==> config.mk <==
export PLATFORM = sky130hd
export DESIGN_NAME = bhr_queue
export DESIGN_NICKNAME = d
export VERILOG_FILES = /design/src/hdl/bhr_pkg.sv /design/src/hdl/bhr_queue.sv
export SDC_FILE = /design/constraint.sdc
export NUM_CORES = 1
export LEC_CHECK = 0
export BUFFER_PORTS_ARGS = -buffer_cell sky130_fd_sc_hd__clkbuf_2
export CAP_MARGIN = 20
export CORE_MARGIN = 3
export CORE_UTILIZATION = 51
export CTS_BUF_LIST = sky130_fd_sc_hd__clkbuf_8 sky130_fd_sc_hd__clkbuf_16
export DETAILED_ROUTE_END_ITERATION = 10
export PLACE_DENSITY = 0.78
export SYNTH_ARGS = -nofsm -noshare
export SYNTH_HDL_FRONTEND = slang
export SYNTH_SLANG_ARGS = --single-unit
export TNS_END_PERCENT = 5
==> constraint.sdc <==
create_clock -name i_clk -period 3.5 [get_ports i_clk]
set_input_delay 0.175 -clock i_clk [delete_from_list [all_inputs] [get_ports i_clk]]
set_output_delay 0.175 -clock i_clk [all_outputs]
set_load 0.01 [all_outputs]
==> src/hdl/bhr_pkg.sv <==
// Shared types and constants of the bicubic height resampler.
// Used by every module of the block; depends on nothing.
package bhr_pkg;

    localparam int DEF_MAX_SIDE    = 256;
    localparam int DEF_SAMPLE_BITS = 16;
    localparam int DEF_FRAC_BITS   = 16;
    localparam int GUARD_BITS      = 2;

    localparam int COORD_W     = 8;
    localparam int VALUE_W     = 16;
    localparam int TARGET_W    = 12;
    localparam int HEIGHT_W    = 16;
    localparam int STEP_W      = 24;
    localparam int SIZE_W      = 9;
    localparam int CFG_DATA_W  = 24;
    localparam int CFG_INDEX_W = 3;

    localparam logic [CFG_INDEX_W-1:0] CFG_SOURCE_COLUMNS = 3'd0;
    localparam logic [CFG_INDEX_W-1:0] CFG_SOURCE_ROWS    = 3'd1;
    localparam logic [CFG_INDEX_W-1:0] CFG_STEP_X         = 3'd2;
    localparam logic [CFG_INDEX_W-1:0] CFG_STEP_Y         = 3'd3;

    localparam logic OP_WRITE   = 1'b0;
    localparam logic OP_COMPUTE = 1'b1;

    localparam logic [SIZE_W-1:0] SIZE_RESET = 9'd256;
    localparam logic [STEP_W-1:0] STEP_RESET = 24'd65536;

    // pass index of the column cubic, after the four row cubics
    localparam logic [2:0] COL_PASS = 3'd4;

    typedef enum logic [2:0] {
        B_IDLE,
        B_READ,
        B_DRAIN,
        B_CALC,
        B_ROUND
    } t_back_state;

endpackage

==> src/hdl/bhr_queue.sv <==
// Two-entry item queue between the front end and the compute back end.
// Depends on bhr_pkg for the default width; the parent sets the width.
module bhr_queue import bhr_pkg::*; #(
    parameter int WIDTH = 2 * STEP_W
) (
    input  logic             i_clk,
    input  logic             i_rst_n,
    input  logic             i_push,
    input  logic [WIDTH-1:0] i_data,
    input  logic             i_pop,
    output logic [WIDTH-1:0] o_data,
    output logic             o_full,
    output logic             o_empty
);

    localparam int DEPTH = 2;
    localparam int PW    = $clog2(DEPTH);
    localparam int NW    = $clog2(DEPTH + 1);

    logic [WIDTH-1:0] r_mem [DEPTH];
    logic [PW-1:0]    r_wr, r_rd;
    logic [NW-1:0]    r_count;

    always_ff @(posedge i_clk) begin
        if (!i_rst_n) begin
            r_wr    <= '0;
            r_rd    <= '0;
            r_count <= '0;
        end else begin
            if (i_push) r_wr <= r_wr + PW'(1);
            if (i_pop)  r_rd <= r_rd + PW'(1);
            case ({i_push, i_pop})
                2'b10:   r_count <= r_count + NW'(1);
                2'b01:   r_count <= r_count - NW'(1);
                default: r_count <= r_count;
            endcase
        end
    end

    always_ff @(posedge i_clk) begin
        if (i_push) r_mem[r_wr] <= i_data;
    end

    assign o_data  = r_mem[r_rd];
    assign o_full  = (r_count == NW'(DEPTH));
    assign o_empty = (r_count == '0);

endmodule

==> impl_metrics.json <==
{
  "grt_pass1_vias": 2096,
  "max_freq_ghz": 0.5388,
  "p_leak_nw": 1.807,
  "setup_tns_ns": 0,
  "vias": 1945,
  "crit_required_ns": 3.32,
  "dp_slack_ns": 1.621,
  "grt_max_degree": 49,
  "htreeDepth": 3,
  "cts_resized": 0,
  "cts-root-buf": "clkbuf_8",
  "ir_worst_vdd_uv": 423.4,
  "fin_worst_skew_ns": 0.006046,
  "cp_data_arrival_time_ns": 1.68,
  "final_antenna_net_count": 0,
  "portBuffers": 101,
  "dieArea_mm2": 0.008249,
  "routed_wl_um": 6369,
  "clk_latency_ns": 0.34,
  "powerDensity_mw_per_mm2": 533.1,
  "routabilityCongestion": 0.6873,
  "cts_buffers": 9,
  "seq_area_frac_synth_pct": 81.28,
  "yosysMostFrequentCell": "edfxtp_1",
  "ys_ff_latch": 101,
  "cts.sinks": 101,
  "syn_nets": 224,
  "track_usage_pct": 15.80,
  "fill_cells": 472,
  "synth_edf_count": 96,
  "syn2layout_area_growth_pct": 28.61,
  "io_pins": 102,
  "remaining_drc_errors": 0,
  "first_pass_iters": 4,
  "die-height_um": 90.83,
  "fin_crit_ns": 1.856,
  "drt_iter0_drc": 73,
  "setup_slack_ns": 1.644,
  "crit_path_start_kind": "flip-flop",
  "start_util_pct": 53.42,
  "drv_slew": 0,
  "synthArstFlopShare_pct": 0,
  "diodes": 0,
  "grt_pass1_wl_um": 10090,
  "worstSetupPathType": "flip-flop to output port",
  "path_max_fanout": 37,
  "finalNonFillerCells": 399,
  "hpwl_um": 4187,
  "grt-ovfl-total": 0,
  "synthTopCellsByCount": "edfxtp_1 (96), mux2_2 (48), dfxtp_1 (5)",
  "core_area_mm2": 0.006869,
  "dp.cells": 365,
  "synth_top_area_share_pct": 78.55,
  "fin_crit_sh_pct": 53.02,
  "grt_setup_unrepaired": "false",
  "status": "complete, no violations",
  "drive_gt1_share_pct": 55.78,
  "ys_dominant_reg_cell": "edfxtp_1",
  "worstSetupEndpointType": "output port",
  "syn_inst": 171,
  "avgSynthCellArea_um2": 21.46,
  "rows": 30,
  "wl_per_cell_um": 15.96,
  "max_slew.worst_pin.slew_ns": 0.6495,
  "yosys_warnings": 0,
  "routed_via_density": 4.875,
  "syn_area_mm2": 0.003670,
  "min_path_type": "input port to flip-flop",
  "cts_tree": "done",
  "synthTopCellsByArea": "edfxtp_1 (79%), mux2_2 (15%), dfxtp_1 (2.7%)",
  "yosysUniqueCellTypes": 17,
  "path_clk_slew_ns": 0.09,
  "slew_headroom_pct": 56.70,
  "cts_buffer_depth": 2,
  "max-cap-violations": 0,
  "finalSetupViolations": 0,
  "nets": 352,
  "final-hold-violation-count": 0,
  "yosysTopAreaCell": "edfxtp_1",
  "die_x_um": 90.83,
  "antenna_found_initial": 0
}
-- metrics by stage --
stage / total power, mW / cell area [µm²] / hold slack [ns] / util (%)
4_1_cts: 2.528 / 4569 / 0.0005029 / 66.52
3_5_place_dp: 1.714 / 4290 / 0.3671 / 62.46
2_1_floorplan: 1.594 / 3670 / 0.2739 / -
6_report: 2.516 / 4720 / 0.01790 / 68.71
5_1_grt: 2.616 / 4720 / 0.0003102 / 68.71
3_3_place_gp: 1.705 / 4290 / 0.3636 / 62.46
-- cells by family (layout without fill, tap and decap cells) --
logic type	after synthesis	count (layout)	synth area share [%]
AO/OA/AOI/OAI	3	3	0.5455
XOR/XNOR	3	3	0.7161
adder cells (fa/ha/maj)	1	1	0.3409
buffers and inverters	6	138	0.9202
flip-flops	101	101	81.28
multiplexers	48	48	14.73
AND/OR/NAND/NOR	9	9	1.466
-- final cells by class --
class	instances	area (µm²)	share of cell area [%]
Clock buffer	9	123.9	2.625
Inverter	1	3.754	0.07953
Timing Repair Buffer	122	720.7	15.27
Tap cell	96	120.1	2.545
Multi-Input combinational cell	64	661.9	14.02
Clock inverter	6	105.1	2.227
Sequential cell	101	2984	63.23
-- flip-flops by register name (all words and copies together), names as in the netlist, named ones only --
register  flops
r_count       2
r_mem        96
r_rd          1
r_wr          1
-- critical path, stage by stage, from the launching register on --
cell      delay, ns
dfxtp_2        0.54
buf_12         0.27
mux2_2         0.38
clkbuf_2       0.14
-- power by group --
group	total, mW	leakage [nW]	switching, mW	internal (mW)
clock	0.814	0.118	0.349	0.466
combinational	0.286	0.746	0.139	0.146
sequential	1.42	0.943	0.0231	1.39
-- layout by cell type, fill, tap and decap left out --
cell type / count
clkinvlp_4: 1
clkbuf_2: 101
nor2b_1: 1
xnor2_1: 2
buf_12: 1
and2_1: 3
inv_1: 3
nor2_4: 1
nor2_1: 1
ha_1: 1
dlygate4sd3_1: 18
dfxtp_2: 1
dfxtp_1: 4
and2_2: 1
or3_1: 1
o21ai_0: 1
xor2_1: 1
clkbuf_8: 9
mux2_2: 48
and2b_2: 1
o21a_1: 1
edfxtp_1: 96
a21boi_1: 1
bufinv_16: 3
buf_4: 2
-- final timing paths --
path / slack (ns) / from / endpoint / cells after the start
setup / recovery: 1.64 / flip-flop / o_data[40] / 3
hold / removal: 0.02 / i_data[4] / r_mem[0][4]$_DFFE_PP_ / 1
setup reg to reg: 1.77 / r_wr$_SDFFE_PN0P_ / r_mem[1][1]$_DFFE_PP_ / 2
hold reg to reg: 0.52 / r_count[1]$_SDFFE_PN0P_ / r_count[1]$_SDFFE_PN0P_ / 2
-- repair_timing --
action | 4_1_cts | 5_1_grt
setup buffers | 0 | 0
endpoints found under the hold margin | 9 | 24
hold buffers | 5 | 13
-- metal layers --
| layer | share of wire (%) | track usage [%] | vias up |
|---|---|---|---|
| met4 | 0.60 | 3.392 | 0 |
| li1 | - | - | 917 |
| met1 | 42 | 18.51 | 944 |
| met2 | 49 | 27.05 | 80 |
| met3 | 8.3 | 6.917 | 4 |
| met5 | 0 | 0 | - |
No activity file was read; power rests on OpenSTA's default activity.
