### src/hdl/bhr_pkg.sv
// Shared types and constants of the bicubic height resampler.
// Used by every module of the block; depends on nothing.
package bhr_pkg;

    localparam int DEF_MAX_SIDE    = 256;
    localparam int DEF_SAMPLE_BITS = 16;
    localparam int DEF_FRAC_BITS   = 16;
    localparam int GUARD_BITS      = 2;

    localparam int COORD_W     = 8;
    localparam int VALUE_W     = 16;
    localparam int TARGET_W    = 12;
    localparam int HEIGHT_W    = 16;
    localparam int STEP_W      = 24;
    localparam int SIZE_W      = 9;
    localparam int CFG_DATA_W  = 24;
    localparam int CFG_INDEX_W = 3;

    localparam logic [CFG_INDEX_W-1:0] CFG_SOURCE_COLUMNS = 3'd0;
    localparam logic [CFG_INDEX_W-1:0] CFG_SOURCE_ROWS    = 3'd1;
    localparam logic [CFG_INDEX_W-1:0] CFG_STEP_X         = 3'd2;
    localparam logic [CFG_INDEX_W-1:0] CFG_STEP_Y         = 3'd3;

    localparam logic OP_WRITE   = 1'b0;
    localparam logic OP_COMPUTE = 1'b1;

    localparam logic [SIZE_W-1:0] SIZE_RESET = 9'd256;
    localparam logic [STEP_W-1:0] STEP_RESET = 24'd65536;

    // pass index of the column cubic, after the four row cubics
    localparam logic [2:0] COL_PASS = 3'd4;

    typedef enum logic [2:0] {
        B_IDLE,
        B_READ,
        B_DRAIN,
        B_CALC,
        B_ROUND
    } t_back_state;

endpackage

### src/hdl/bhr_front.sv
// Front end: configuration registers, item capture, source position multiply.
// Depends on bhr_pkg; feeds bhr_queue.
module bhr_front import bhr_pkg::*; #(
    parameter int MAX_SIDE    = DEF_MAX_SIDE,
    parameter int SAMPLE_BITS = DEF_SAMPLE_BITS,
    parameter int FRAC_BITS   = DEF_FRAC_BITS
) (
    input  logic                   i_clk,
    input  logic                   i_rst_n,
    input  logic                   i_start,
    output logic                   o_busy,
    input  logic                   i_operation,
    input  logic [COORD_W-1:0]     i_source_col,
    input  logic [COORD_W-1:0]     i_source_row,
    input  logic [VALUE_W-1:0]     i_sample_value,
    input  logic [TARGET_W-1:0]    i_target_col,
    input  logic [TARGET_W-1:0]    i_target_row,
    input  logic                   i_cfg_we,
    input  logic [CFG_INDEX_W-1:0] i_cfg_index,
    input  logic [CFG_DATA_W-1:0]  i_cfg_data,
    input  logic                   i_q_full,
    output logic                   o_q_push,
    output logic [1 + 2*$clog2(MAX_SIDE) + SAMPLE_BITS + 2*$clog2(MAX_SIDE+1)
                  + 2*(TARGET_W+STEP_W)-1:0] o_q_item
);

    localparam int AW    = $clog2(MAX_SIDE);
    localparam int SW    = $clog2(MAX_SIDE + 1);
    localparam int POS_W = TARGET_W + STEP_W;

    logic [SIZE_W-1:0]   r_src_cols, r_src_rows;
    logic [STEP_W-1:0]   r_step_x, r_step_y;
    logic                r_valid;
    logic                r_op;
    logic [COORD_W-1:0]  r_col, r_row;
    logic [VALUE_W-1:0]  r_val;
    logic [TARGET_W-1:0] r_tc, r_tr;

    logic                accept, in_range;
    logic [31:0]         cols32, rows32, side_x32, side_y32;
    logic [POS_W-1:0]    pos_x, pos_y;

    always_ff @(posedge i_clk) begin
        if (!i_rst_n) begin
            r_src_cols <= SIZE_RESET;
            r_src_rows <= SIZE_RESET;
            r_step_x   <= STEP_RESET;
            r_step_y   <= STEP_RESET;
        end else if (i_cfg_we) begin
            case (i_cfg_index)
                CFG_SOURCE_COLUMNS: r_src_cols <= i_cfg_data[SIZE_W-1:0];
                CFG_SOURCE_ROWS:    r_src_rows <= i_cfg_data[SIZE_W-1:0];
                CFG_STEP_X:         r_step_x   <= i_cfg_data[STEP_W-1:0];
                CFG_STEP_Y:         r_step_y   <= i_cfg_data[STEP_W-1:0];
                default: ;
            endcase
        end
    end

    assign o_busy = r_valid && i_q_full;
    assign accept = i_start && !o_busy;

    always_ff @(posedge i_clk) begin
        if (!i_rst_n) begin
            r_valid <= 1'b0;
        end else if (accept) begin
            r_valid <= 1'b1;
        end else if (!i_q_full) begin
            r_valid <= 1'b0;
        end
    end

    always_ff @(posedge i_clk) begin
        if (accept) begin
            r_op  <= i_operation;
            r_col <= i_source_col;
            r_row <= i_source_row;
            r_val <= i_sample_value;
            r_tc  <= i_target_col;
            r_tr  <= i_target_row;
        end
    end

    always_comb begin
        in_range = (32'(r_col) < 32'(MAX_SIDE)) && (32'(r_row) < 32'(MAX_SIDE));
        cols32   = 32'(r_src_cols);
        rows32   = 32'(r_src_rows);
        side_x32 = (cols32 < 32'd2) ? 32'd2 :
                   (cols32 > 32'(MAX_SIDE)) ? 32'(MAX_SIDE) : cols32;
        side_y32 = (rows32 < 32'd2) ? 32'd2 :
                   (rows32 > 32'(MAX_SIDE)) ? 32'(MAX_SIDE) : rows32;
        pos_x    = POS_W'(r_tc) * POS_W'(r_step_x);
        pos_y    = POS_W'(r_tr) * POS_W'(r_step_y);
    end

    // writes outside the store are dropped here
    assign o_q_push = r_valid && !i_q_full && ((r_op == OP_COMPUTE) || in_range);

    assign o_q_item = {r_op, AW'(32'(r_row)), AW'(32'(r_col)), SAMPLE_BITS'(r_val),
                       SW'(side_x32), SW'(side_y32), pos_x, pos_y};

endmodule

### config.mk
export PLATFORM = sky130hd
export DESIGN_NAME = bhr_front
export DESIGN_NICKNAME = d
export VERILOG_FILES = /design/src/hdl/bhr_pkg.sv /design/src/hdl/bhr_front.sv
export SDC_FILE = /design/constraint.sdc
export NUM_CORES = 2
export LEC_CHECK = 0
export BUFFER_PORTS_ARGS = -buffer_cell sky130_fd_sc_hd__buf_2
export CAP_MARGIN = 20
export CELL_PAD_IN_SITES_DETAIL_PLACEMENT = 0
export CELL_PAD_IN_SITES_GLOBAL_PLACEMENT = 1
export CORE_MARGIN = 2
export CORE_UTILIZATION = 48
export CTS_CLUSTER_SIZE = 20
export DETAILED_ROUTE_END_ITERATION = 10
export HOLD_SLACK_MARGIN = 0.15
export PLACE_DENSITY_LB_ADDON = 0.05
export SYNTH_ARGS = -nofsm -noshare
export SYNTH_HDL_FRONTEND = slang
export SYNTH_SLANG_ARGS = --single-unit
### constraint.sdc
create_clock -name i_clk -period 7.4 [get_ports i_clk]
set_input_delay 1.48 -clock i_clk [delete_from_list [all_inputs] [get_ports i_clk]]
set_output_delay 1.48 -clock i_clk [all_outputs]
set_load 0.03 [all_outputs]
==> flow_summary.ini <==
[pwr]
power_frac_comb_pct = 42.7
ir_drop_mv = 0.150
power.density_nw_per_um2 = 106
p_leak_nw = 13.4
netSwitchingPower_mw = 1.15
power.internal_mw = 1.73
clkPwrFrac_pct = 30.4
power_frac_seq_pct = 26.9
sw_frac_of_total_pct = 39.9
finalPower_mw = 2.88

[clock_tree]
path_clk_slew_ns = 0.06
insertion_delay_ns = 0.42
cts_tree = built
root_buffer = clkbuf_16
cts_max_level = 4
hold_buffers = 0
clock_sink_count = 124
clk_path_buf_depth = 2
cts_buffers = 17

[place]
portBuffers = 213
pre_cts_ws_ns = 0.0164
routabilityCongestion = 0.868
place_area_um2 = 25400
place_hpwl_um = 51600

[die]
start_util_pct = 48.4
fp.dieW_um = 223
dieArea_um2 = 49800
ios = 214
rows = 80
coreArea_um2 = 47500
die_h_um = 223

[routing]
routed_via_density = 5.26
routed_wl_um = 64300
drc = 0
dr.pass1.iters = 5
ant_nets = 0
vias = 18869
first_iter_violations = 1183
wl_per_cell_um = 17.9

[setup_path]
arrival_ns = 5.90
path_class = register to output port
cpMostUsedCell = fa_1
r2r_cells = 3
cp_slowest_cell = or4b_4
reg2reg_to = r_tr[7]
path_depth = 21
cp_num_buf_inv = 8
rr_startpoint = r_valid
critPathLaunchType = register
crit_fanout = 6
slowest_delay_ns = 0.54
r2r_setup_slack_ns = 5.49
worstPathRequired_ns = 5.92
path_cells = buf_6, and2_1, fa_1, inv_2, fa_1, inv_1, fa_1, fa_1, inv_1, fa_1, inv_1, ha_4, buf_4, buf_4, a21oi_4, o21bai_1, o21ai_1, nor3b_4, nor4_1, or4b_4, buf_6
path_delay_family = adder cells
end_kind = output port

[synth]
avgSynthCellArea_um2 = 8.58
netlist_top_cells_count = nand2_1 (609), inv_1 (529), fa_1 (440), and2_1 (170), ha_1 (148)
synth.most_common_cell = nand2_1
syn_area_um2 = 23000
ys_ff_latch = 124
yosysWarnings = 0
seq_area_frac_synth_pct = 13.3
dominantRegCellSynth = dfxtp_1
synth_edf_count = 57
syn-num-nets = 3361
synth.distinct_cells = 74
async_reset_ff_share_pct = 0
synthTopCellsByArea = fa_1 (38%), nand2_1 (9.9%), inv_1 (8.6%)
synth_top_area_share_pct = 38.2
yosysTopAreaCell = fa_1
synth_cells = 2684

[sta]
slew_viol_final = 0
holdWs_ns = 0.471
fin_crit_ns = 7.38
worstMarginPinSlew_ns = 1.02
rsz0062_at_grt = true
slew_headroom_pct = 31.2
finalHoldViolCount = 0
min_period_over_period_pct = 99.7
fin_worst_skew_ns = 0.00783
fin_ws_ns = 0.0220
fmax_mhz = 136
finalSetupViolations = 0
tns_ns = 0

[hold_path]
hold_depth = 2
hp-class = register to register
min_from = r_step_x[3]
hold-path-endpoint = r_step_x[3]

[flow_run]
drv_cap = 0

[global_route]
grtUsageTotal_pct = 26.5
grt_overflow = 0
grt_pass1_vias = 19726
grt_max_degree = 68
grt_first_pass_wirelength_um = 104000
antenna_found_initial = 4

[finish]
syn_to_final_growth_pct = 17.6
drive_gt1_share_pct = 18.5
design_area_um2 = 27100
design.final.nets = 3631

[status]
status = finished clean
[cell type report]
| class | count | area, µm² |
|---|---|---|
| fillers | 4394 | 20400 |
| multi-input cells | 1884 | 17800 |
| flip-flops and latches | 124 | 3090 |
| repair buffers | 398 | 2790 |
| inverters | 529 | 1990 |
| well taps | 615 | 769 |
| clock buffers | 17 | 425 |
| clock inverters | 15 | 199 |
| diodes | 2 | 5.00 |
[logic make-up (layout without fill, tap and decap cells)]
logic type      count (synthesis)  count (layout)  share of synthesized area [%]
buf+inv                       676             959                           11.2
simple gates                  967             967                           19.0
other cells                     0               2                              0
flops                         124             124                           13.3
fa+ha+maj                     588             588                           46.3
mux                             4               4                          0.179
compound gates                274             274                           8.18
xor+xnor                       51              51                           1.94
[sequential cells by signal, summed over array words and instances (netlist names)]
signal / flops
r_step_y: 24
r_src_cols: 9
r_step_x: 24
r_col: 8
r_tr: 12
r_val: 16
r_op: 1
r_row: 8
r_tc: 12
r_valid: 1
r_src_rows: 9
[layout by cell type (no fill, tap or decap), types with 11 or more instances in the layout]
cell | Yosys | routed
nand2_1 | 609 | 608
inv_1 | 529 | 527
fa_1 | 440 | 437
buf_2 | 1 | 201
and2_1 | 170 | 168
buf_4 | 2 | 160
ha_1 | 148 | 122
a21boi_0 | 71 | 66
edfxtp_1 | 57 | 57
a21oi_1 | 63 | 52
nor2_1 | 54 | 52
dfxtp_1 | 67 | 39
xnor2_1 | 35 | 35
nand3_1 | 29 | 29
dfxtp_2 | 0 | 27
a21o_1 | 25 | 24
nor2b_1 | 21 | 20
o21ai_0 | 33 | 20
clkbuf_16 | 0 | 19
buf_12 | 0 | 18
nor3_1 | 19 | 17
xor2_1 | 16 | 16
ha_2 | 0 | 14
o21ai_1 | 1 | 13
buf_6 | 3 | 13
ha_4 | 0 | 12
nand4_1 | 11 | 11
and3_1 | 12 | 11
a21oi_2 | 1 | 11
o211ai_1 | 11 | 11
o21a_1 | 11 | 11
[worst max path at each step]
stage / slack (ns) / from / to
floorplan: 0.30 / r_tr[3] / o_q_item[32]
global placement: 0.02 / r_tc[3] / o_q_item[67]
detailed placement: 0.02 / r_tc[3] / o_q_item[67]
CTS: 0.0006 / r_tc[3] / o_q_item[68]
global route: -0.17 / r_tc[7] / o_q_item[68]
finish: 0.02 / r_tc[7] / o_q_item[68]
[power by group through the flow]
| stage | registers, mW | clock network (mW) | logic (mW) |
|---|---|---|---|
| 2_1_floorplan | 0.799 | 0 | 0.753 |
| 3_3_place_gp | 0.809 | 0 | 1.09 |
| 3_5_place_dp | 0.810 | 0 | 1.10 |
| 4_1_cts | 0.778 | 0.888 | 1.16 |
| 5_1_grt | 0.778 | 0.915 | 1.36 |
| 6_report | 0.776 | 0.874 | 1.23 |
[metal layers]
metal / wire, µm / global-route usage (%) / vias to the layer above
met5: 27 / 0 / -
met4: 935 / 4.50 / 4
met3: 4470 / 4.86 / 69
met2: 28700 / 41.0 / 591
met1: 30100 / 39.3 / 9539
li1: - / - / 8666
[through the flow]
step | utilization, % | instances
after floorplan | - | 2684
after global placement | 53.3 | 3492
after detailed placement | 53.3 | 3492
after CTS | 55.7 | 3559
after global routing | 57.0 | 3582
final | 57.0 | 3584
[worst min-delay path, cell delays in order (launching register included)]
cell      delay [ns]
dfxtp_1         0.31
nand2_1         0.05
a21boi_0        0.06
[what timing repair did]
| item | 4_1_cts | 5_1_grt |
|---|---|---|
| pin swaps | 9 | 20 |
| gates resized for setup | 46 | 111 |
| buffers inserted | 36 | 21 |
| endpoints found under the setup margin | 31 | 33 |
| gates cloned | 0 | 2 |
(Power assumes the default switching activity.)
